$ cat config.mk
export PLATFORM = sky130hd
export DESIGN_NAME = humidity_temp_frame_decoder
export DESIGN_NICKNAME = d
export VERILOG_FILES = /design/src/hdl/htfd_pkg.sv /design/src/hdl/htfd_in_reg.sv /design/src/hdl/htfd_core.sv /design/src/hdl/humidity_temp_frame_decoder.sv
export SDC_FILE = /design/constraint.sdc
export NUM_CORES = 1
export LEC_CHECK = 0
export ABC_AREA = 1
export BUFFER_PORTS_ARGS = -buffer_cell sky130_fd_sc_hd__buf_4
export CORE_MARGIN = 2
export CORE_UTILIZATION = 65
export CTS_BUF_LIST = sky130_fd_sc_hd__clkbuf_2
export DETAILED_ROUTE_END_ITERATION = 7
export GPL_TIMING_DRIVEN = 1
export PLACE_DENSITY_LB_ADDON = 0.1
export SKIP_CTS_REPAIR_TIMING = 1
export SLEW_MARGIN = 20
export SYNTH_ARGS = -nofsm -noshare
export SYNTH_HDL_FRONTEND = slang
export SYNTH_SLANG_ARGS = --single-unit
$ cat constraint.sdc
create_clock -name i_clk -period 6.6 [get_ports i_clk]
set_input_delay 1.32 -clock i_clk [delete_from_list [all_inputs] [get_ports i_clk]]
set_output_delay 1.32 -clock i_clk [all_outputs]
set_load 0.02 [all_outputs]
$ cat src/hdl/htfd_pkg.sv
// Package with shared types, constants and the CRC-8 step for the frame decoder.
package htfd_pkg;

    localparam logic [7:0]  CRC_POLY    = 8'h31;
    localparam logic [7:0]  CRC_INIT    = 8'hFF;
    localparam logic [12:0] TEMP_SCALE  = 13'd4375;
    localparam logic [14:0] TEMP_OFFSET = 15'd4500;
    localparam logic [9:0]  HUM_SCALE   = 10'd625;

    // byte positions within a frame
    localparam logic [2:0] POS_T_HI  = 3'd0;
    localparam logic [2:0] POS_T_LO  = 3'd1;
    localparam logic [2:0] POS_T_CRC = 3'd2;
    localparam logic [2:0] POS_H_HI  = 3'd3;
    localparam logic [2:0] POS_H_LO  = 3'd4;
    localparam logic [2:0] POS_H_CRC = 3'd5;

    typedef struct packed {
        logic       valid;
        logic [7:0] data_byte;
        logic       frame_start;
    } t_item;

    // one byte through the CRC-8 register, MSB first
    function automatic logic [7:0] crc8_byte(input logic [7:0] crc, input logic [7:0] b);
        logic [7:0] c;
        c = crc ^ b;
        for (int k = 0; k < 8; k++) begin
            if (c[7]) begin
                c = {c[6:0], 1'b0} ^ CRC_POLY;
            end else begin
                c = {c[6:0], 1'b0};
            end
        end
        return c;
    endfunction

endpackage

$ cat src/hdl/htfd_in_reg.sv
// Input register stage holding one received byte and its start flag.
module htfd_in_reg (
    input  logic                 i_clk,
    input  logic                 i_rst_n,
    input  logic                 i_valid,
    input  logic [7:0]           i_data_byte,
    input  logic                 i_frame_start,
    input  logic                 i_take,
    output logic                 o_ready,
    output htfd_pkg::t_item      o_item
);

    logic       r_valid;
    logic [7:0] r_byte;
    logic       r_start;

    assign o_ready = !r_valid || i_take;

    always_ff @(posedge i_clk) begin
        if (!i_rst_n) begin
            r_valid <= 1'b0;
        end else if (o_ready) begin
            r_valid <= i_valid;
        end
    end

    always_ff @(posedge i_clk) begin
        if (i_valid && o_ready) begin
            r_byte  <= i_data_byte;
            r_start <= i_frame_start;
        end
    end

    assign o_item.valid       = r_valid;
    assign o_item.data_byte   = r_byte;
    assign o_item.frame_start = r_start;

endmodule

$ cat src/hdl/htfd_core.sv
// Frame state, CRC check, unit conversion and result register.
module htfd_core (
    input  logic                 i_clk,
    input  logic                 i_rst_n,
    input  htfd_pkg::t_item      i_item,
    output logic                 o_take,
    input  logic                 i_out_ready,
    output logic                 o_out_valid,
    output logic [14:0]          o_temperature_centi,
    output logic [13:0]          o_humidity_centi,
    output logic                 o_crc_error
);

    logic [2:0]  r_pos;
    logic [7:0]  r_crc;
    logic [7:0]  r_temp_hi;
    logic [7:0]  r_hum_hi;
    logic [14:0] r_temp_c;
    logic [13:0] r_hum_c;
    logic        r_bad;
    logic        r_out_valid;
    logic [14:0] r_out_temp;
    logic [13:0] r_out_hum;
    logic        r_out_err;

    logic [2:0]  n_pos;
    logic [7:0]  n_crc;
    logic        n_bad;
    logic [2:0]  pos;
    logic        is_last;
    logic        out_free;
    logic [7:0]  crc_step;
    logic        crc_miss;
    logic [28:0] temp_prod;
    logic [25:0] hum_prod;

    assign pos      = i_item.frame_start ? htfd_pkg::POS_T_HI : r_pos;
    assign is_last  = (pos == htfd_pkg::POS_H_CRC);
    assign out_free = !r_out_valid || i_out_ready;
    assign o_take   = i_item.valid && (!is_last || out_free);

    assign crc_step  = htfd_pkg::crc8_byte(
        (pos == htfd_pkg::POS_T_HI || pos == htfd_pkg::POS_H_HI) ? htfd_pkg::CRC_INIT : r_crc,
        i_item.data_byte);
    assign crc_miss  = (i_item.data_byte != r_crc);
    assign temp_prod = 29'(htfd_pkg::TEMP_SCALE) * 29'({r_temp_hi, i_item.data_byte});
    assign hum_prod  = 26'(htfd_pkg::HUM_SCALE) * 26'({r_hum_hi, i_item.data_byte});

    always_comb begin
        n_pos = htfd_pkg::POS_T_HI;
        n_crc = r_crc;
        n_bad = r_bad;
        unique case (pos)
            htfd_pkg::POS_T_HI: begin
                n_pos = htfd_pkg::POS_T_LO;
                n_crc = crc_step;
                n_bad = 1'b0;
            end
            htfd_pkg::POS_T_LO: begin
                n_pos = htfd_pkg::POS_T_CRC;
                n_crc = crc_step;
            end
            htfd_pkg::POS_T_CRC: begin
                n_pos = htfd_pkg::POS_H_HI;
                n_crc = htfd_pkg::CRC_INIT;
                n_bad = crc_miss;
            end
            htfd_pkg::POS_H_HI: begin
                n_pos = htfd_pkg::POS_H_LO;
                n_crc = crc_step;
            end
            htfd_pkg::POS_H_LO: begin
                n_pos = htfd_pkg::POS_H_CRC;
                n_crc = crc_step;
            end
            default: begin
                n_pos = htfd_pkg::POS_T_HI;
                n_crc = htfd_pkg::CRC_INIT;
            end
        endcase
    end

    always_ff @(posedge i_clk) begin
        if (!i_rst_n) begin
            r_pos <= htfd_pkg::POS_T_HI;
            r_crc <= htfd_pkg::CRC_INIT;
            r_bad <= 1'b0;
        end else if (o_take) begin
            r_pos <= n_pos;
            r_crc <= n_crc;
            r_bad <= n_bad;
        end
    end

    always_ff @(posedge i_clk) begin
        if (o_take) begin
            if (pos == htfd_pkg::POS_T_HI) begin
                r_temp_hi <= i_item.data_byte;
            end
            if (pos == htfd_pkg::POS_T_LO) begin
                r_temp_c <= 15'(temp_prod >> 14) - htfd_pkg::TEMP_OFFSET;
            end
            if (pos == htfd_pkg::POS_H_HI) begin
                r_hum_hi <= i_item.data_byte;
            end
            if (pos == htfd_pkg::POS_H_LO) begin
                r_hum_c <= 14'(hum_prod >> 12);
            end
        end
    end

    always_ff @(posedge i_clk) begin
        if (!i_rst_n) begin
            r_out_valid <= 1'b0;
        end else if (out_free) begin
            r_out_valid <= o_take && is_last;
        end
    end

    always_ff @(posedge i_clk) begin
        if (o_take && is_last) begin
            r_out_temp <= r_temp_c;
            r_out_hum  <= r_hum_c;
            r_out_err  <= r_bad || crc_miss;
        end
    end

    assign o_out_valid         = r_out_valid;
    assign o_temperature_centi = r_out_temp;
    assign o_humidity_centi    = r_out_hum;
    assign o_crc_error         = r_out_err;

endmodule

$ cat src/hdl/humidity_temp_frame_decoder.sv
// Top level of the humidity/temperature measurement frame decoder.
//
// The slave stream carries one frame byte per transfer: temperature high,
// low and CRC bytes, then humidity high, low and CRC bytes. tuser marks the
// first byte of a frame and restarts the byte position; without it the
// position wraps after every sixth byte.
// After the sixth byte one result leaves on the master stream: temperature in
// hundredths of a degree C and humidity in hundredths of a percent in tdata,
// and a CRC error flag in tuser that is set if either word failed CRC-8.
// Timing: a byte is registered on transfer and reaches the core in the next cycle;
// the result of the last byte is registered in the result register for the master side.
// Throughput: one byte per cycle unless a sixth byte stalls; the CRC step and
// each conversion multiply sit between the input register and the result register.
// While a result waits, bytes that produce no result keep flowing; a sixth
// byte waits in the input register until the result register frees up.
// Reset clears the byte position, the CRC and both valid flags.
module humidity_temp_frame_decoder (
    input  logic        i_clk,
    input  logic        i_rst_n,
    input  logic        s_axis_tvalid,
    output logic        s_axis_tready,
    input  logic [7:0]  s_axis_tdata,   // [7:0] data_byte
    input  logic        s_axis_tuser,   // [0] frame_start
    output logic        m_axis_tvalid,
    input  logic        m_axis_tready,
    output logic [31:0] m_axis_tdata,   // [14:0] temperature_centi, [28:15] humidity_centi
    output logic        m_axis_tuser    // [0] crc_error
);

    htfd_pkg::t_item item;
    logic            take;
    logic [14:0]     temp_c;
    logic [13:0]     hum_c;

    htfd_in_reg u_in_reg (
        .i_clk         (i_clk),
        .i_rst_n       (i_rst_n),
        .i_valid       (s_axis_tvalid),
        .i_data_byte   (s_axis_tdata),
        .i_frame_start (s_axis_tuser),
        .i_take        (take),
        .o_ready       (s_axis_tready),
        .o_item        (item)
    );

    htfd_core u_core (
        .i_clk               (i_clk),
        .i_rst_n             (i_rst_n),
        .i_item              (item),
        .o_take              (take),
        .i_out_ready         (m_axis_tready),
        .o_out_valid         (m_axis_tvalid),
        .o_temperature_centi (temp_c),
        .o_humidity_centi    (hum_c),
        .o_crc_error         (m_axis_tuser)
    );

    assign m_axis_tdata = {3'b000, hum_c, temp_c};

endmodule

==> results of run 1 <==
-- metrics by stage --
step | power [mW] | hold slack, ps | cell area (um2)
detailed placement | 3.38 | 405 | 10700
CTS | 3.66 | 430 | 10800
global placement | 3.34 | 401 | 10700
global route | 4.11 | 438 | 10800
floorplan | 2.83 | 400 | 10200
finish | 3.65 | 423 | 10800
-- cell type report --
cell class / instances / share of cell area (%)
antenna: 2 / 0.0462
multi-input combinational: 770 / 57.0
inverter: 300 / 10.4
clock buffer: 9 / 0.416
timing repair buffer: 46 / 3.19
tap: 211 / 2.44
sequential: 98 / 25.9
clock inverter: 7 / 0.589
-- where the power goes --
part           internal (mW)  switching (mW)  total, mW
clock network         0.0571           0.209      0.266
logic                  0.940            1.62       2.56
registers              0.792          0.0334      0.826
total                   1.79            1.86       3.65
-- per-layer routing --
layer | track usage [%] | up-vias | wire (um)
li1 | - | 3786 | -
met4 | 6.91 | 0 | 329
met3 | 4.45 | 28 | 811
met1 | 33.9 | 3416 | 9020
met2 | 40.1 | 169 | 8800
met5 | 0 | - | 0
-- cell families (layout without fill, tap and decap cells) --
| family | after synthesis | in the layout | share of synthesized area [%] |
|---|---|---|---|
| other | 1 | 5 | 0.0369 |
| adder cells (fa/ha/maj) | 242 | 242 | 35.5 |
| AND/OR/NAND/NOR | 385 | 385 | 16.2 |
| XOR/XNOR | 38 | 38 | 3.61 |
| AO/OA/AOI/OAI | 102 | 102 | 5.37 |
| flip-flops | 98 | 98 | 27.6 |
| buffers and inverters | 307 | 362 | 11.6 |
-- registers in the layout, indices dropped and copies added (netlist names) --
signal,flops
u_in_reg.r_byte,8
u_core.r_crc,8
u_core.r_bad,1
u_in_reg.r_valid,1
u_core.o_crc_error,1
u_core.r_hum_c,14
u_core.o_out_valid,1
u_core.r_temp_hi,8
u_core.r_pos,3
u_core.r_temp_c,15
u_in_reg.r_start,1
u_core.r_hum_hi,8
u_core.o_temperature_centi,15
u_core.o_humidity_centi,14
-- layout by cell type, fill, tap and decap left out, types with 14 or more instances in the layout --
master / instances
inv_1: 297
nand2_1: 244
ha_1: 165
edfxtp_1: 84
fa_1: 77
a21oi_1: 59
nand3_1: 54
nor2_1: 50
buf_4: 46
o21ai_0: 26
xor2_1: 21
xnor2_1: 14
dfxtp_1: 14
-- cells in the mapped netlist, types with 3 or more instances --
cell type / n / area (um2)
edfxtp_1: 84 / 2520
o21ai_2: 3 / 26.3
inv_2: 3 / 11.3
ha_1: 165 / 2060
buf_4: 3 / 22.5
nor2_1: 50 / 188
a21oi_1: 59 / 295
inv_1: 297 / 1110
o21ai_1: 4 / 20.0
nand4_1: 12 / 75.1
o21bai_1: 4 / 30.0
fa_1: 77 / 1540
nor2_2: 3 / 18.8
xnor2_1: 14 / 123
nand3_1: 54 / 270
xor2_1: 21 / 184
o21ai_0: 26 / 130
nand2_2: 4 / 25.0
nor3_1: 4 / 20.0
nand2_1: 244 / 916
dfxtp_1: 14 / 280
-- final timing paths --
| kind | end | slack, ps | cells after the start |
|---|---|---|---|
| min reg2reg | u_core.o_temperature_centi[7]$_DFFE_PP_ | 420 | 0 |
| min | u_core.o_temperature_centi[7]$_DFFE_PP_ | 420 | 0 |
| max | u_core.r_hum_c[13]$_DFFE_PP_ | 1420 | 20 |
| max reg2reg | u_core.r_hum_c[13]$_DFFE_PP_ | 1420 | 20 |
==> flow_summary.toml, run 1 <==
[setup_path]
endpoint_kind = "flop"
cp.buffers_inverters = 6
startpoint_type = "flop"
crit_top_cell = "inv_1"
cp.required_ps = 6980
crit_chain = "inv_1, fa_1, inv_1, ha_1, inv_1, fa_1, inv_1, ha_1, inv_1, fa_1, inv_1, ha_1, a21oi_1, o21ai_0, o21bai_1, nand2_1, o211ai_1, nand3_1, nand3_1, xor2_1"
slowest_delay_ps = 820
cpLargestDelayFamily = "adder cells"
worstPathArrival_ps = 5560
rr_startpoint = "u_in_reg.r_byte[6]$_DFFE_PP_"
cp_max_fo = 11
crit_path_start = "u_in_reg.r_byte[6]$_DFFE_PP_"
cp_slowest_cell = "edfxtp_1"
worstSetupPathType = "flop to flop"

[drt]
viasPerCell = 5.13
totalWireLength_um = 19000
ant_nets = 0
num_vias = 7399
drcViolationCount = 0
drtPass1Iterations = 5
first_iter_violations = 369
avgRoutedWirePerCell_um = 13.1

[grt]
grt_overflow_total = 0
grt_pass1_vias = 6997
grt_max_degree = 31
antenna_found_initial = 1
grt_usage_pct = 24.6
grt_pass1_wl_um = 32100

[power_and_ir_drop]
leakage_nw = 5.77
power.ir.vdd_worst_mv = 0.233
p_per_area_mw_per_mm2 = 337

[floorplanning]
ios = 48
core.rowCount = 45
dieArea_mm2 = 0.0166
design.core.area_mm2 = 0.0153
fp.dieH_um = 129
start_util_pct = 66.5
die_x_um = 129

[synthesis]
synth.cell_area_mm2 = 0.0102
ys_seq_area_share_pct = 27.6
syn_area_per_cell_um2 = 8.65
async_flop_share_pct = 0
synth_cell_types = 40
syn_inst = 1173
yosys_warnings = 0
synth-edff-count = 84
yosys_most_used_dff = "edfxtp_1"
ys_seq_elements = 98

[placed_design]
gp_congestion = 1.02
hpwlAfterDp_um = 16100
post-place-ws_ps = 1480
port_buffers = 44
dp.cells = 1425

[timing]
fin_setup_tns_ps = 0
final.period_utilization_pct = 78.5
skew_ps = 35.1
slew-limit-headroom_pct = 38.9
rsz0062_at_grt = "no"
slew_violations = 0
worstMarginPinSlew_ps = 916
setup_viol = 0
setup_ws_ps = 1420
final.min_clock_period_ps = 5180
max_freq_ghz = 0.193
finalHoldViolCount = 0

[clock_tree]
cts_root_buf = "clkbuf_2"
cts_made_buffers = 9
cts_tree = "done"
cts_buffer_depth = 2
insertion_delay_ps = 590
path_clk_slew_ps = 270
cts_sinks = 98
ctsHtreeMaxLevel = 3

[cells_and_area]
fin_cells = 1443
ff_latch_area_mm2 = 0.00280
multi_input_area_mm2 = 0.00617
final_util_pct = 71.0
fill_cells = 1220
nNetsFinal = 1480
drive_above_1_share_pct = 7.07
syn_to_final_growth_pct = 6.66

[run_status]
status = "complete, no violations"

[hold_path]
hp-class = "flop to flop"
min_from = "u_core.r_temp_c[7]$_DFFE_PP_"

[flow_run]
max_cap_violations = 0
Note: power is estimated with default switching activity, not from simulation.
==> inputs of run 2 (changes only) <==
--- a/config.mk
+++ b/config.mk
@@ -8,7 +8,7 @@
 export ABC_AREA = 1
 export BUFFER_PORTS_ARGS = -buffer_cell sky130_fd_sc_hd__buf_4
 export CORE_MARGIN = 2
-export CORE_UTILIZATION = 65
+export CORE_UTILIZATION = 59
 export CTS_BUF_LIST = sky130_fd_sc_hd__clkbuf_2
 export DETAILED_ROUTE_END_ITERATION = 7
 export GPL_TIMING_DRIVEN = 1
==> constraint.sdc (replaced) <==
create_clock -name i_clk -period 4.2 [get_ports i_clk]
set_input_delay 0.84 -clock i_clk [delete_from_list [all_inputs] [get_ports i_clk]]
set_output_delay 0.84 -clock i_clk [all_outputs]
set_load 0.02 [all_outputs]
==> flow_summary.toml, run 2 (synthesized netlist as in run 1, its figures left out) <==
[run_status]
status = "finished with violations"
violations = "setup timing"

[grt]
grt_pass1_wl_um = 36100
antenna_found_initial = 1
use_met3_pct = 4.38
top_usage_layer = "met2"
grt_pass1_vias = 7809
grt_overflow_total = 0
grt_usage_pct = 25.3
grt_max_degree = 31
use_met2_pct = 43.3
use_met1_pct = 33.1

[clock_tree]
cts_buffer_depth = 2
ctsHtreeMaxLevel = 3
path_clk_slew_ps = 260
cts_sinks = 98
insertion_delay_ps = 640
cts_tree = "done"
cts_root_buf = "clkbuf_2"
cts_made_buffers = 9

[floorplanning]
dieArea_mm2 = 0.0183
start_util_pct = 60.8
core.rowCount = 47
die_x_um = 135
ios = 48
design.core.area_mm2 = 0.0167
fp.dieH_um = 135

[power_and_ir_drop]
power_frac_seq_pct = 13.8
p_int_mw = 4.77
p_clk_share_pct = 5.2
power.ir.vdd_worst_mv = 0.669
leakage_nw = 6.64
net-switching-power_mw = 4.45
p_per_area_mw_per_mm2 = 707
pwr-share-comb_pct = 81.0
switching_share_pct = 48.2

[cells_and_area]
final_common_cell = "inv_1"
most-common-layout-cells = "inv_1, nand2_1, buf_4"
fin_cells = 1605
nNetsFinal = 1634
drive_above_1_share_pct = 31.1
syn_to_final_growth_pct = 28.4

[drt]
viasPerCell = 5.13
drtPass1Iterations = 5
first_iter_violations = 351
num_vias = 8239
ant_nets = 0
totalWireLength_um = 24400
avgRoutedWirePerCell_um = 15.2
drcViolationCount = 0

[setup_path]
r2r_cells = 21
rr_startpoint = "u_core.r_temp_hi[1]$_DFFE_PP_"
cp_max_fo = 4
endpoint_kind = "flop"
worstPathArrival_ps = 5130
crit_path_start = "u_core.r_temp_hi[1]$_DFFE_PP_"
cp.required_ps = 4630
worstSetupPathType = "flop to flop"
r2r_end = "u_core.r_temp_c[14]$_DFFE_PP_"
startpoint_type = "flop"
r2r_setup_slack_ps = -500

[timing]
rsz0062_at_grt = "yes"
skew_ps = 47.4
final.period_utilization_pct = 112
slew-limit-headroom_pct = 60.5
finalHoldViolCount = 0
setup_ws_ps = -501
worstMarginPinSlew_ps = 587
slew_violations = 0
max_freq_ghz = 0.213
final.min_clock_period_ps = 4700
setup_viol = 23

[placed_design]
port_buffers = 44
gp_congestion = 0.924
post-place-ws_ps = -462
hpwlAfterDp_um = 18900
dp.cells = 1563

[flow_run]
max_cap_violations = 0

[hold_path]
hold_end = "u_in_reg.r_byte[4]$_DFFE_PP_"
hp-class = "primary input to flop"
worstHoldPathCells = 1
min_from = "s_axis_tdata[4]"
## run 2: power by group through the flow
| stage | sequential, mW | combinational (mW) | clock [mW] |
|---|---|---|---|
| final | 1.27 | 7.47 | 0.481 |
| after global routing | 1.27 | 8.14 | 0.523 |
| after CTS | 1.27 | 5.81 | 0.491 |
| after detailed placement | 1.29 | 5.77 | 0 |
| after global placement | 1.29 | 5.62 | 0 |
| after floorplan | 1.30 | 3.78 | 0 |
## run 2: cell type report
class | count | area, um2
clock buffer | 11 | 55.1
inverter | 300 | 1130
timing repair buffer | 200 | 1570
multi-input combinational | 770 | 7130
tap | 220 | 275
antenna | 1 | 2.50
sequential | 98 | 2800
fill | 1149 | 3670
clock inverter | 5 | 55.1
## run 2: stage by stage
step / cell area [um2] / total power, mW / setup TNS [ps] / util, % / hold slack [ps]
6_report: 13000 / 9.22 / -6310 / 78.0 / 379
5_1_grt: 13000 / 9.94 / -10460 / 78.0 / 328
4_1_cts: 12100 / 7.57 / -7530 / 72.5 / 327
3_5_place_dp: 12000 / 7.06 / -6690 / 71.8 / 406
3_3_place_gp: 12000 / 6.91 / -4550 / 71.8 / 401
2_1_floorplan: 10500 / 5.08 / -968 / - / 400
## run 2: how the worst max path moves through the flow
| stage | depth (start not counted) | slack [ps] | to |
|---|---|---|---|
| after global routing | 21 | -710 | u_core.r_temp_c[14]$_DFFE_PP_ |
| after detailed placement | 26 | -460 | u_core.r_temp_c[12]$_DFFE_PP_ |
| after CTS | 26 | -490 | u_core.r_temp_c[10]$_DFFE_PP_ |
| after floorplan | 26 | -150 | u_core.r_temp_c[12]$_DFFE_PP_ |
| after global placement | 24 | -360 | u_core.r_temp_c[14]$_DFFE_PP_ |
| final | 21 | -500 | u_core.r_temp_c[14]$_DFFE_PP_ |
## run 2: metal layers
layer  wire length, um  vias to the layer above  part of all wire [%]
met5                 0                        -                     0
met4               832                        0                   3.4
met3               807                       75                   3.3
met2             12100                      216                    49
met1             10700                     3862                    44
li1                  -                     4086                     -
## run 2: worst max-delay path: stages, from the launching register on
cell and delay (ps):
edfxtp_1 560, ha_4 290, fa_2 600, ha_4 220
fa_1 580, inv_2 50, fa_1 510, inv_2 50
ha_4 300, nand2_2 90, nor2_4 110, nand3_1 110
nor2_1 140, nor2_2 60, nand3_1 70, nand2_1 120
inv_1 120, nand3_1 130, nor2_2 150, nand3_2 100
nand3_1 90, nand2_1 50
